<file path="config.mk">
export PLATFORM = sky130hd
export DESIGN_NAME = salted_crc8_frame_deframer
export DESIGN_NICKNAME = d
export VERILOG_FILES = /design/src/design/scfd_pkg.sv /design/src/design/salted_crc8_frame_deframer.sv
export SDC_FILE = /design/constraint.sdc
export NUM_CORES = 1
export LEC_CHECK = 0
export BUFFER_PORTS_ARGS = -buffer_cell sky130_fd_sc_hd__buf_2
export CORE_UTILIZATION = 57
export DETAILED_ROUTE_END_ITERATION = 12
export GPL_TIMING_DRIVEN = 0
export PLACE_DENSITY = 0.87
export SLEW_MARGIN = 0
export SYNTH_ARGS = -nofsm -noshare
export SYNTH_HDL_FRONTEND = slang
export SYNTH_SLANG_ARGS = --single-unit
</file>
<file path="constraint.sdc">
create_clock -name i_clk -period 2.55 [get_ports i_clk]
set_input_delay 0.255 -clock i_clk [delete_from_list [all_inputs] [get_ports i_clk]]
set_output_delay 0.255 -clock i_clk [all_outputs]
set_load 0.02 [all_outputs]
</file>
<file path="src/design/scfd_pkg.sv">
// Shared types, constants and CRC helpers for the salted CRC-8 frame deframer.
package scfd_pkg;

    localparam logic [7:0] CRC_POLY   = 8'hD5;
    localparam int         KEY_W      = 32;
    localparam int         LEN_TBL_W  = 64;
    localparam int         CFG_DATA_W = 64;
    localparam int         CFG_IDX_W  = 1;
    localparam int         BYTE_W     = 8;
    localparam int         INDEX_W    = 5;
    localparam int         NIBBLE_W   = 4;
    localparam int         KIND_W     = 3;
    localparam int         OUT_DATA_W = 24;

    typedef enum logic [CFG_IDX_W-1:0] {
        CFG_BIND_KEY  = 1'b0,
        CFG_LEN_TABLE = 1'b1
    } t_cfg_idx;

    typedef enum logic [KIND_W-1:0] {
        KIND_HEADER   = 3'd0,
        KIND_PAYLOAD  = 3'd1,
        KIND_GOOD     = 3'd2,
        KIND_BAD      = 3'd3,
        KIND_OVERFLOW = 3'd4
    } t_kind;

    typedef logic [7:0] t_key_cols [KEY_W];

    // One byte through CRC-8, MSB first.
    function automatic logic [7:0] crc8_byte(input logic [7:0] crc, input logic [7:0] b);
        logic [7:0] v;
        v = crc ^ b;
        for (int k = 0; k < 8; k++) begin
            v = v[7] ? ({v[6:0], 1'b0} ^ CRC_POLY) : {v[6:0], 1'b0};
        end
        return v;
    endfunction

    // CRC of the four key bytes for each single set key bit; the CRC is linear.
    function automatic t_key_cols key_cols();
        t_key_cols  cols;
        logic [KEY_W-1:0] w;
        logic [7:0] c;
        for (int j = 0; j < KEY_W; j++) begin
            w = KEY_W'(1) << j;
            c = 8'h00;
            for (int k = 0; k < KEY_W / 8; k++) begin
                c = crc8_byte(c, w[8*k +: 8]);
            end
            cols[j] = c;
        end
        return cols;
    endfunction

    localparam t_key_cols KEY_COLS = key_cols();

    // Salt CRC of a bind key: XOR of the columns of its set bits.
    function automatic logic [7:0] salt_of(input logic [KEY_W-1:0] key);
        logic [7:0] s;
        s = 8'h00;
        for (int j = 0; j < KEY_W; j++) begin
            if (key[j]) begin
                s = s ^ KEY_COLS[j];
            end
        end
        return s;
    endfunction

endpackage

</file>
<file path="src/design/salted_crc8_frame_deframer.sv">
// Salted CRC-8 frame deframer: header, payload and CRC byte decode, one result per byte.
//
//  Channel   | Dir | Handshake                     | Payload
//  ----------+-----+-------------------------------+-----------------------------------------
//  s_axis    | in  | s_axis_tvalid / s_axis_tready | tdata[7:0] rx_byte
//  m_axis    | out | m_axis_tvalid / m_axis_tready | tdata byte_value, byte_index, frame_type,
//            |     |                               | link_channel; tuser result_kind
//  cfg       | in  | i_cfg_we (no wait)            | i_cfg_idx, i_cfg_wdata
//
// One beat in per cycle while s_axis_tready is high; the byte CRC update
// and decode sit between the phase registers and the output register.
// The salt CRC of the bind key is folded into a register when the key is written.
// i_rst_n (synchronous) returns the decoder to idle and clears the salt and length table.
// s_axis_tready drops only while a result waits and m_axis_tready is low.
module salted_crc8_frame_deframer #(
    parameter int MAX_PAYLOAD = 16
) (
    input  logic                              i_clk,
    input  logic                              i_rst_n,
    input  logic                              s_axis_tvalid,
    output logic                              s_axis_tready,
    input  logic [scfd_pkg::BYTE_W-1:0]       s_axis_tdata,   // [7:0] rx_byte
    output logic                              m_axis_tvalid,
    input  logic                              m_axis_tready,
    // [7:0] byte_value, [12:8] byte_index, [16:13] frame_type, [20:17] link_channel
    output logic [scfd_pkg::OUT_DATA_W-1:0]   m_axis_tdata,
    output logic [scfd_pkg::KIND_W-1:0]       m_axis_tuser,   // [2:0] result_kind
    input  logic                              i_cfg_we,
    input  logic [scfd_pkg::CFG_IDX_W-1:0]    i_cfg_idx,
    input  logic [scfd_pkg::CFG_DATA_W-1:0]   i_cfg_wdata
);

    localparam int CNT_W = $clog2(MAX_PAYLOAD + 1);
    localparam int CMP_W = CNT_W + 5;

    typedef enum logic [1:0] {
        PH_IDLE    = 2'd0,
        PH_PAYLOAD = 2'd1,
        PH_CRC     = 2'd2
    } t_phase;

    t_phase                              r_phase, n_phase;
    logic [7:0]                          r_crc, n_crc;
    logic [scfd_pkg::NIBBLE_W-1:0]       r_exp_len, n_exp_len;
    logic [CNT_W-1:0]                    r_count, n_count;
    logic [scfd_pkg::NIBBLE_W-1:0]       r_ftype, n_ftype;
    logic [scfd_pkg::NIBBLE_W-1:0]       r_chan, n_chan;
    logic [7:0]                          r_salt;
    logic [scfd_pkg::LEN_TBL_W-1:0]      r_len_tbl;

    logic                                r_out_valid;
    scfd_pkg::t_kind                     r_out_kind, n_out_kind;
    logic [7:0]                          r_out_byte, n_out_byte;
    logic [scfd_pkg::INDEX_W-1:0]        r_out_index, n_out_index;

    logic                                accept;
    logic [7:0]                          rx;
    logic [CNT_W:0]                      cnt_inc;

    assign s_axis_tready = !r_out_valid || m_axis_tready;
    assign accept        = s_axis_tvalid && s_axis_tready;
    assign rx            = s_axis_tdata;
    assign cnt_inc       = {1'b0, r_count} + (CNT_W + 1)'(1);

    always_comb begin
        n_phase     = r_phase;
        n_crc       = r_crc;
        n_exp_len   = r_exp_len;
        n_count     = r_count;
        n_ftype     = r_ftype;
        n_chan      = r_chan;
        n_out_kind  = scfd_pkg::KIND_HEADER;
        n_out_byte  = 8'h00;
        n_out_index = '0;
        unique case (r_phase)
            PH_PAYLOAD: begin
                if (r_count >= CNT_W'(MAX_PAYLOAD)) begin
                    // abort the frame rather than store past the payload limit
                    n_phase    = PH_IDLE;
                    n_out_kind = scfd_pkg::KIND_OVERFLOW;
                    n_out_byte = rx;
                end else begin
                    n_crc       = scfd_pkg::crc8_byte(r_crc, rx);
                    n_out_kind  = scfd_pkg::KIND_PAYLOAD;
                    n_out_byte  = rx;
                    n_out_index = scfd_pkg::INDEX_W'(r_count);
                    n_count     = cnt_inc[CNT_W-1:0];
                    if (CMP_W'(cnt_inc) == CMP_W'(r_exp_len)) begin
                        n_phase = PH_CRC;
                    end
                end
            end
            PH_CRC: begin
                n_out_kind = (r_crc == rx) ? scfd_pkg::KIND_GOOD : scfd_pkg::KIND_BAD;
                n_out_byte = rx;
                n_phase    = PH_IDLE;
            end
            default: begin
                // header byte; the unused phase code behaves as idle
                n_crc     = scfd_pkg::crc8_byte(r_salt, rx);
                n_ftype   = rx[7:4];
                n_chan    = rx[3:0];
                n_exp_len = r_len_tbl[{rx[7:4], 2'b00} +: scfd_pkg::NIBBLE_W];
                n_count   = '0;
                n_phase   = PH_PAYLOAD;
            end
        endcase
    end

    always_ff @(posedge i_clk) begin
        if (!i_rst_n) begin
            r_phase     <= PH_IDLE;
            r_crc       <= 8'h00;
            r_exp_len   <= '0;
            r_count     <= '0;
            r_ftype     <= '0;
            r_chan      <= '0;
            r_salt      <= 8'h00;
            r_len_tbl   <= '0;
            r_out_valid <= 1'b0;
            r_out_kind  <= scfd_pkg::KIND_HEADER;
            r_out_byte  <= 8'h00;
            r_out_index <= '0;
        end else begin
            if (i_cfg_we) begin
                unique case (scfd_pkg::t_cfg_idx'(i_cfg_idx))
                    scfd_pkg::CFG_BIND_KEY:
                        r_salt <= scfd_pkg::salt_of(i_cfg_wdata[scfd_pkg::KEY_W-1:0]);
                    scfd_pkg::CFG_LEN_TABLE:
                        r_len_tbl <= i_cfg_wdata[scfd_pkg::LEN_TBL_W-1:0];
                    default: ;
                endcase
            end
            if (accept) begin
                r_phase     <= n_phase;
                r_crc       <= n_crc;
                r_exp_len   <= n_exp_len;
                r_count     <= n_count;
                r_ftype     <= n_ftype;
                r_chan      <= n_chan;
                r_out_valid <= 1'b1;
                r_out_kind  <= n_out_kind;
                r_out_byte  <= n_out_byte;
                r_out_index <= n_out_index;
            end else if (m_axis_tready) begin
                r_out_valid <= 1'b0;
            end
        end
    end

    assign m_axis_tvalid = r_out_valid;
    assign m_axis_tuser  = r_out_kind;
    assign m_axis_tdata  = {3'b000, r_chan, r_ftype, r_out_index, r_out_byte};

    // the count never runs past the payload limit
    a_count_bound: assert property (@(posedge i_clk) disable iff (!i_rst_n)
        r_count <= CNT_W'(MAX_PAYLOAD))
        else $error("payload count beyond limit");

    // a header beat opens the payload phase
    a_header_to_payload: assert property (@(posedge i_clk) disable iff (!i_rst_n)
        accept && r_phase != PH_PAYLOAD && r_phase != PH_CRC |=> r_phase == PH_PAYLOAD)
        else $error("header did not open payload phase");

    // a CRC beat closes the frame
    a_crc_to_idle: assert property (@(posedge i_clk) disable iff (!i_rst_n)
        accept && r_phase == PH_CRC |=> r_phase == PH_IDLE
            && (r_out_kind == scfd_pkg::KIND_GOOD || r_out_kind == scfd_pkg::KIND_BAD))
        else $error("CRC beat did not close the frame");

    // a payload result carries an index below the payload limit
    a_index_bound: assert property (@(posedge i_clk) disable iff (!i_rst_n)
        r_out_valid && r_out_kind == scfd_pkg::KIND_PAYLOAD
            |-> (CMP_W'(r_out_index) < CMP_W'(MAX_PAYLOAD)))
        else $error("payload index beyond limit");

endmodule
</file>
# --- Word-level counts from Yosys, hierarchy flattened ---
# Cells that the tools add are included.
op_classes:
  bitwise: 52
  div_mod_pow: 0
  magnitude_cmp: 1
  n_mul: 0
  add_sub_neg: 1
  n_shift: 1
  muxes: 156
  eq_ne: 6
  n_reduce_logical: 10
ops:
  columns: ["op", "count"]
  rows:
  - ["8-bit 2-to-1 mux", 129]
  - ["5-bit NOT", 27]
  - ["64-bit by 7-bit indexed part select with 4-bit output", 1]
  - ["7-bit 2-to-1 mux", 8]
  - ["3-bit NOT", 16]
  - ["7-bit NOT", 4]
  - ["5-bit 2-to-1 mux", 5]
  - ["6-bit 2-to-1 mux", 3]
  - ["8-bit case mux with 2 select lines", 1]
  - ["8-bit bitwise XOR", 2]
  - ["5-bit case mux with 2 select lines", 1]
  - ["8-bit equality test", 1]
  - ["2-bit AND reduction", 4]
  - ["5-bit by 1-bit adder with 6-bit output, second input constant", 1]
  - ["6-bit by 4-bit equality test with 1-bit output", 1]
  - ["3-bit case mux with 2 select lines", 1]
  - ["5-bit greater-or-equal comparator, second input constant", 1]
  - ["2-bit 2-to-1 mux", 2]
  - ["4-bit 2-to-1 mux", 1]
  - ["2-bit case mux with 2 select lines", 1]
  - ["1-bit 2-to-1 mux", 3]
  - ["3-bit 2-to-1 mux", 1]
  - ["3-bit inequality test, second input constant", 1]
  - ["1-bit NOT", 3]
  - ["other kinds (9)", 9]
totals:
  mem_bits_rw: 0
  mem_count: 0
  ff_bits: 116
  input_bits: 78
  latchBits: 0
  romBits: 0

# --- Logic depth before layout (Yosys ltp) ---
# Gate-level depths: netlist (run 1).
depth:
  depth_word: 156
  depth_mapped: 8
  depth_no_buf: 7

# --- Worst setup path before layout (run 1) ---
# No wires, ideal clock.
synth_path:
  path_type: "input -> register"
  start: "in s_axis_tdata[7] (netlist name)"
  end: "reg r_crc[2]"
  required_ps: 2434
  arrival_ps: 1767
  n_path_buf: 1
  setup_ps: 116
  setup_slack_ps: 667
  path_stages: 8
  cell_sequence: "buf_2 xnor2_2 ha_1 xnor3_2 xnor2_1 nand2_1 o211ai_1 o211a_1"
synth_via:
  elab_chain_cells: 14
  word_cells_on_any_way: 34
synth_rtl:
  columns: ["item", "line_no", "rtl"]
  rows:
  - ["start, declared", "salted_crc8_frame_deframer.sv:22", "input logic [scfd_pkg::BYTE_W-1:0] s_axis_tdata,"]
  - ["8-bit bitwise XOR", "scfd_pkg.sv:33", "v = crc ^ b;"]
  - ["8-bit 2-to-1 mux", "scfd_pkg.sv:35", "v = v[7] ? ({v[6:0], 1'b0} ^ CRC_POLY) : {v[6:0], 1'b0};"]
  - ["8-bit 2-to-1 mux / 5-bit NOT (equally long branches) (2 in a row)", null, null]
  - ["5-bit NOT (no line) / 8-bit 2-to-1 mux (equally long branches)", null, null]
  - ["8-bit 2-to-1 mux / 5-bit NOT (equally long branches)", null, null]
  - ["5-bit NOT (no line) / 8-bit 2-to-1 mux (equally long branches)", null, null]
  - ["8-bit 2-to-1 mux / 5-bit NOT (equally long branches) (3 in a row)", null, null]
  - ["5-bit NOT (no line) / 8-bit 2-to-1 mux (equally long branches)", null, null]
  - ["8-bit 2-to-1 mux", "scfd_pkg.sv:35", null]
  - ["8-bit 2-to-1 mux", "salted_crc8_frame_deframer.sv:77", "if (r_count >= CNT_W'(MAX_PAYLOAD)) begin"]
  - ["8-bit case mux with 2 select lines (*)", "salted_crc8_frame_deframer.sv:75", "unique case (r_phase)"]
  - ["end signal, assigned", "salted_crc8_frame_deframer.sv:136", "r_crc <= n_crc;"]
  - ["end, declared", "salted_crc8_frame_deframer.sv:43", "logic [7:0] r_crc, n_crc;"]
# Every way passes the cells marked *; elsewhere a longest branch is shown, timed or not. The select of a mux whose other input is x is not followed.
# A chain may end at the register's enable or synchronous reset.

# --- Worst setup path in the final report (run 1) ---
layout_path:
  start: "reg r_phase[1]"
  end: "reg r_count[2]"
layout_via:
  elab_chain_cells: 3
  word_cells_on_any_way: 6
layout_rtl:
  columns: ["item", "line_no", "rtl"]
  rows:
  - ["start, declared", "salted_crc8_frame_deframer.sv:42", "t_phase r_phase, n_phase;"]
  - ["start signal, assigned", "salted_crc8_frame_deframer.sv:135", "r_phase <= n_phase;"]
  - ["2-bit by 1-bit equality test with 1-bit output / 2-bit equality test (equally long branches)", "salted_crc8_frame_deframer.sv:75", null]
  - ["2-bit inequality test (no line) / 1-bit NOT (equally long branches)", null, null]
  - ["3-bit AND reduction (no line)", null, null]
  - ["end signal, assigned", "salted_crc8_frame_deframer.sv:138", "r_count <= n_count;"]
  - ["end, declared", "salted_crc8_frame_deframer.sv:45", "logic [CNT_W-1:0] r_count, n_count;"]
# Several ways; a longest one is shown, not always the timed one.

==> metrics.txt, run 1 <==
outcome=complete, but fails checks; failing checks=negative hold slack; maximum number of pins on one net before global-route repair=17; die width=106.8 um; Area Growth Syn to Fin=24.75%; Wirelength per Cell=17.89 um; first-pass GRT wire length=28330 um; WL met3=1320 um; Max-slew headroom=53.24%; FFs w/ async S/R, synth=0%; floorplan row count=37; count leader, synth=nand2_1; GRT overflow=0; Reg clk slew, reported paths=0.06 ns; leading area contributor after synthesis=dfxtp_1; Worst Hold Class=in -> reg; post-CTS repair timing setup buffer count=0; M1 WL=6817 um; Min Clock Period, post-route=2.072 ns; vias=5717; RSZ-0062 raised after global routing=false; final net count=920; htree depth=4; Routed WL=17640 um; Post-Syn Area per Cell=9.044 um^2; routed vias/inst=5.798; top_reg_cell synth=dfxtp_1; vias in the first global route=5783; Detail Route Antenna Nets=0; layout cell share with drive strength beyond 1=19.41%; worst clock skew=0.009529 ns; Gate Count Post-Synth=692; R2R setup slack=0.48 ns; Area contributors post-synth=dfxtp_1, xnor2_1, nand2_1; die height=106.8 um; Ys Warns=0; CP Launch Type=register; Fmax=0.4826 GHz; DR top layer=met4; Met2 Routed Length=8812 um; PortBufs=100; CP endpoint kind=register; Synth top area share=37.11%; router iterations before antenna repair=5; TritonCTS clock tree=built; Post-synth top cells=nand2_1, dfxtp_1, a21boi_0; Max Cap Viol=0; Antenna Cells=0; VDD IR max=445.1 uV; Detail Placement HPWL=12020 um; initial antenna violation count=0; final worst-path cycle share=81.27%; Total Die Area=11400 um^2; synth unique cells=43; Core ar.=10460 um^2; EDFF count, synth=0; required time worst endpoint=2.96 ns; Initial Utilization=59.82%; kind of critical path=reg -> reg; DRC Markers=0; Worst-Margin Slew=0.7014 ns; # clock sinks=116; setup TNS=0 ns; register area share after synthesis=37.11%; Overall Power=6.604 mW; worst-path fanout max=10; total track usage=32.36%; Final Setup Violations=0; Num CTS Buffers=17; clock buffer depth=2; DRT iter0 DRCs=405; Ports=107; final-report max-slew violation count=0; flops & latches, synth=116; WHS=-0.0001062 ns; Clock Tree Root=clkbuf_8; routability cong.=0.8707; static leakage=3.143 nW; Power Density=845.9 nW/um^2; Mapped Area=6259 um^2; clock latency at the later pin of the worst-skew pair=0.53 ns; Critical Path AT=2.49 ns; Hold Fails Final Rpt=1
routing by layer:
metal	up-vias	GRT usage (%)
met5	-	0
met4	0	17.51
met3	74	6.201
met2	337	55.62
met1	2695	38.00
li1	2611	-
placed cells by master, fill, tap and decap left out, types with 2 or more instances in the layout:
master / n
xnor3_1: 9
o21ai_0: 14
nor2_1: 3
bufinv_16: 4
clkbuf_1: 32
o31ai_1: 2
and2_1: 5
nor2b_1: 11
o22ai_1: 3
a21boi_0: 89
buf_2: 105
o211a_1: 7
xnor2_1: 81
nand3b_1: 8
dfxtp_1: 116
clkinv_4: 3
mux2i_1: 2
dlygate4sd3_1: 24
a22oi_1: 8
conb_1: 3
inv_1: 5
xnor2_2: 5
buf_1: 8
nand2b_1: 2
inv_6: 4
mux4_2: 16
nand4_1: 2
nand2_1: 184
ha_1: 5
nand3_1: 17
clkbuf_8: 2
clkbuf_16: 16
a21oi_1: 10
xor2_1: 23
and3_1: 3
buf_4: 4
critical path, stage by stage, from the launching register on:
cell	delay, ns
dfxtp_1	0.33
inv_1	0.06
ha_1	0.18
clkbuf_1	0.24
a211o_1	0.35
clkbuf_1	0.24
o21ai_0	0.26
o21ai_0	0.14
and2_1	0.18
per-stage QoR:
stage	setup WS [ns]	cells	utilization [%]	cell area, um^2	hold WS, ns
after floorplan	0.6672	694	-	6266	0.3939
after global placement	0.3294	930	66.30	6937	0.4457
after detailed placement	0.2561	930	66.30	6937	0.4561
after CTS	0.2227	985	74.48	7792	0.0001128
after global routing	0.3598	986	74.62	7807	0.007067
final	0.4777	986	74.62	7807	-0.0001062
what timing repair did:
action / in CTS / in global routing
setup endpoints to repair: 0 / 6
endpoints found under the hold margin: 23 / 1
hold buffers: 23 / 1
gates resized for setup: 0 / 1
cells by family (layout without fill, tap and decap cells):
logic type	after synthesis	after routing	share of synthesized area, %
compound gates	142	142	16.43
xor+xnor	120	120	19.73
mux	18	18	6.078
fa+ha+maj	5	5	0.9996
other cells	1	3	0.05992
flops	116	116	37.11
simple gates	237	237	16.07
buf+inv	53	209	3.519
final cells by class:
| class | instances | area, um^2 |
|---|---|---|
| Inverter | 5 | 18.77 |
| Sequential cell | 116 | 2322 |
| Buffer | 48 | 201.4 |
| Fill cell | 709 | 2655 |
| Tap cell | 136 | 170.2 |
| Timing Repair Buffer | 124 | 740.7 |
| Clock buffer | 19 | 431.7 |
| Clock inverter | 13 | 193.9 |
| Multi-Input combinational cell | 525 | 3729 |
where the power goes:
| group | leakage, nW | total, mW | switching (mW) | internal [mW] |
|---|---|---|---|---|
| registers | 0.947 | 2.04 | 0.0928 | 1.95 |
| logic | 1.89 | 2.04 | 1.04 | 1.00 |
| clock network | 0.304 | 2.52 | 0.896 | 1.63 |
| total | 3.14 | 6.60 | 2.03 | 4.58 |
registers in the layout (all words and copies together) (netlist names):
name / flops
r_exp_len: 4
r_phase: 2
r_out_byte: 8
r_out_index: 5
r_salt: 8
r_len_tbl: 64
m_axis_tvalid: 1
r_ftype: 4
r_crc: 8
m_axis_tuser: 3
r_count: 5
r_chan: 4
path summary, 6_finish.rpt:
kind | cells after the start | end | from
max reg2reg | 8 | r_count[2] | r_phase[1]
min reg2reg | 2 | r_out_index[0] | r_out_index[0]
min | 3 | r_len_tbl[33] | i_cfg_wdata[33]
max | 8 | r_count[2] | r_phase[1]
Power figures use the tool's default switching activity.
==> run 2, diff against run 1 <==
- ABC_AREA: not set -> 1
- CORE_UTILIZATION: 57 -> 52
- PLACE_DENSITY: 0.87 -> 0.83
- clock period: 2.55 -> 1.71 ns (I/O delays scaled with it)
==> metrics.txt, run 2 <==
outcome=complete, but fails checks (unchanged); failing checks=negative setup slack (was negative hold slack); layout cell share with drive strength beyond 1=20.91% (was 19.41%); Cell Chain, Critical Path=inv_2 > nand2_2 > nand2_4 > inv_4 > ha_4 > nand3_4 > nand2_8 > nand2_2 > nand3_2 > nand2_2 > nand2_4 > nand2_4 > nand2_4 > nand3_4 > nand2_4 > nand2_4 > a21oi_2 > nor2_2 > nor2_1 > nor2_1 (was inv_1 > ha_1 > clkbuf_1 > a211o_1 > clkbuf_1 > o21ai_0 > o21ai_0 > and2_1); static leakage=3.697 nW (was 3.143 nW); worst-path fanout max=4 (was 10); hold worst-path end=r_len_tbl[32] (was r_len_tbl[33]); register area share after synthesis=34.39% (was 37.11%); Max-slew headroom=49.72% (was 53.24%); router iterations before antenna repair=7 (was 5); flops & latches, synth=116 (unchanged); Reg clk slew, reported paths=0.05 ns (was 0.06 ns); Post-Syn Area per Cell=7.027 um^2 (was 9.044 um^2); VDD IR max=850.6 uV (was 445.1 uV); GRT overflow=0 (unchanged); routed vias/inst=5.476 (was 5.798); # clock sinks=116 (unchanged); htree depth=4 (unchanged); Area Growth Syn to Fin=25.72% (was 24.75%); final worst-path cycle share=138.9% (was 81.27%); clock latency at the later pin of the worst-skew pair=0.41 ns (was 0.53 ns); worst hold path stage count=3 (unchanged); Area contributors post-synth=dfxtp_1, nor2_1, o21ai_0 (was dfxtp_1, xnor2_1, nand2_1); count leader, synth=nor2_1 (was nand2_1); CP Launch Type=register (unchanged); Cell Area, Placed=7560 um^2 (was 6937 um^2); Post-synth top cells=nor2_1, nand2_1, o21ai_0 (was nand2_1, dfxtp_1, a21boi_0); Routed WL=19670 um (was 17640 um); most common cell after layout, fill and taps aside=nor2_1 (was nand2_1); worst clock skew=0.004950 ns (was 0.009529 ns); Worst-Margin Slew=0.7541 ns (was 0.7014 ns); Ys Warns=0 (unchanged); TritonCTS clock tree=built (unchanged); DRC Markers=0 (unchanged); Antenna Cells=0 (unchanged); pre-CTS setup slack=-0.8589 ns (was 0.2561 ns); final-report max-slew violation count=0 (unchanged); Max Cap Viol=0 (unchanged); Critical Path Slowest Stage Cell=dfxtp_2 (was a211o_1); die width=116.0 um (was 106.8 um); Hold Fails Final Rpt=0 (was 1); vias=6938 (was 5717); Fmax=0.4210 GHz (was 0.4826 GHz); post-route design area=8489 um^2 (was 7807 um^2); synth unique cells=36 (was 43); kind of critical path=reg -> reg (unchanged); DRT iter0 DRCs=673 (was 405); r2r startpoint=r_crc[7] (was r_phase[1]); Reg with most FFs=r_len_tbl (unchanged); leading area contributor after synthesis=dfxtp_1 (unchanged); Worst Hold Class=in -> reg (unchanged); Gate Count Post-Synth=961 (was 692); CP endpoint kind=register (unchanged); Overall Power=11.20 mW (was 6.604 mW); final net count=1165 (was 920); Initial Utilization=53.51% (was 59.82%); CP Buf/Inv Count=2 (was 3); Slowest Stage Delay on Critical Path=0.34 ns (was 0.35 ns); CP delay by family, top=simple AND/OR/NAND/NOR gates (was compound AO/OA/AOI/OAI gates); Power Density=1320 nW/um^2 (was 845.9 nW/um^2); total track usage=29.84% (was 32.36%); die height=116.0 um (was 106.8 um); R2R Path End=r_crc[7] (was r_count[2]); R2R setup slack=-0.67 ns (was 0.48 ns); first-pass GRT wire length=30770 um (was 28330 um); required time worst endpoint=2.01 ns (was 2.96 ns); Core ar.=12620 um^2 (was 10460 um^2); PortBufs=90 (was 100); Critical Path AT=2.67 ns (was 2.49 ns); hold_buf cts=0 (was 23); vias in the first global route=6372 (was 5783); routability cong.=0.9299 (was 0.8707); RSZ-0062 raised after global routing=true (was false); Detail Placement HPWL=14100 um (was 12020 um); reg2reg path depth=20 (was 8); FFs w/ async S/R, synth=0% (unchanged); Min Clock Period, post-route=2.375 ns (was 2.072 ns); Mapped Area=6753 um^2 (was 6259 um^2); initial antenna violation count=0 (unchanged); commonest non-fill, non-tap cells in the layout=nor2_1, o21ai_0, nand2_1, dfxtp_1, buf_2 (was nand2_1, dfxtp_1, buf_2, a21boi_0, xnor2_1); Detail Route Antenna Nets=0 (unchanged); Final Setup Violations=13 (was 0); EDFF count, synth=0 (unchanged); setup ws final=-0.6652 ns (was 0.4777 ns); min-delay src=i_cfg_wdata[32] (was i_cfg_wdata[33]); max reg flops=64 (unchanged); Synth top area share=34.39% (was 37.11%); maximum number of pins on one net before global-route repair=17 (unchanged); top_reg_cell synth=dfxtp_1 (unchanged); Ports=107 (unchanged); floorplan row count=41 (was 37); Clock Tree Root=clkbuf_16 (was clkbuf_8); Wirelength per Cell=15.53 um (was 17.89 um); Total Die Area=13450 um^2 (was 11400 um^2); CP dominant cell by count=nand2_4; Num CTS Buffers=17 (unchanged); Filler cells=1075 (was 709); clock buffer depth=2 (unchanged)
run 2: cell count changes after synthesis, sizes merged, moves of 16 or more:
cell	before	now
nor2	3	187
o21ai	15	130
a21boi	89	0
inv	5	55
xor2	24	58
nand2	184	155
a21oi	10	38
nand3	17	41
mux4	16	0
run 2: layout make-up:
class	instances	area [um^2]	area share, %
Clock inverter	9	127.6	1.503
Inverter	57	225.2	2.653
Clock buffer	23	467.9	5.512
Timing Repair Buffer	100	525.5	6.190
Multi-Input combinational cell	732	4292	50.55
Buffer	58	304.0	3.581
Sequential cell	116	2332	27.47
Tap cell	172	215.2	2.535
run 2: worst max-delay path by stage:
stage	slack, ns	cells after the start	to	start
final	-0.67	20	r_crc[7]	r_crc[7]
after global placement	-0.82	22	r_crc[5]	s_axis_tdata[6]
after floorplan	-0.44	21	r_crc[5]	s_axis_tdata[6]
after global routing	-0.80	22	r_crc[5]	r_crc[7]
after detailed placement	-0.86	22	r_crc[5]	s_axis_tdata[6]
after CTS	-0.60	21	r_crc[7]	r_crc[7]
run 2: cells by family (layout without fill, tap and decap cells):
| family | count (synthesis) | in the layout | synth area share (%) |
|---|---|---|---|
| AO/OA/AOI/OAI | 201 | 201 | 16.21 |
| XOR/XNOR | 131 | 131 | 17.10 |
| adder cells (fa/ha/maj) | 5 | 5 | 0.9264 |
| buffers and inverters | 115 | 247 | 7.041 |
| flip-flops | 116 | 116 | 34.39 |
| other | 1 | 3 | 0.05553 |
| AND/OR/NAND/NOR | 392 | 392 | 24.27 |
run 2: routing by layer:
| layer | vias to the layer above | global-route usage (%) | share of wire, % | wire, um |
|---|---|---|---|---|
| li1 | 3351 | - | - | - |
| met1 | 3223 | 37.10 | 42 | 8169 |
| met2 | 304 | 49.96 | 48 | 9355 |
| met3 | 60 | 4.864 | 7.0 | 1372 |
| met4 | 0 | 15.13 | 3.9 | 773 |
| met5 | - | 0 | 0 | 0 |
run 2: what timing repair did:
action                     in CTS  in global routing
setup endpoints to repair      27                 30
resized for setup              23                 48
cloned                          0                  0
pin swaps                      15                 24
setup buffers                   6                  4
run 2: stage by stage:
step	hold slack, ns	instances	setup TNS (ns)	util [%]
after floorplan	0.3059	963	-2.845	-
after global placement	0.4230	1225	-9.652	59.90
after detailed placement	0.4267	1225	-12.45	59.90
after CTS	0.001873	1263	-4.991	65.50
after global routing	0.03120	1267	-6.773	67.27
final	0.008357	1267	-5.507	67.27
run 2: power by group:
group	leakage [nW]	internal, mW	switching [mW]
logic	2.46	1.71	2.79
registers	0.957	2.94	0.169
clock network	0.283	2.36	1.23
total	3.70	7.02	4.19
run 2: tightest hold or removal path: cells and delay by family:
kind / cells / cell delay, ns
buffers and inverters: 1 / 0.07
and+or+nand+nor: 1 / 0.07
AOI/OAI and AO/OA: 1 / 0.07
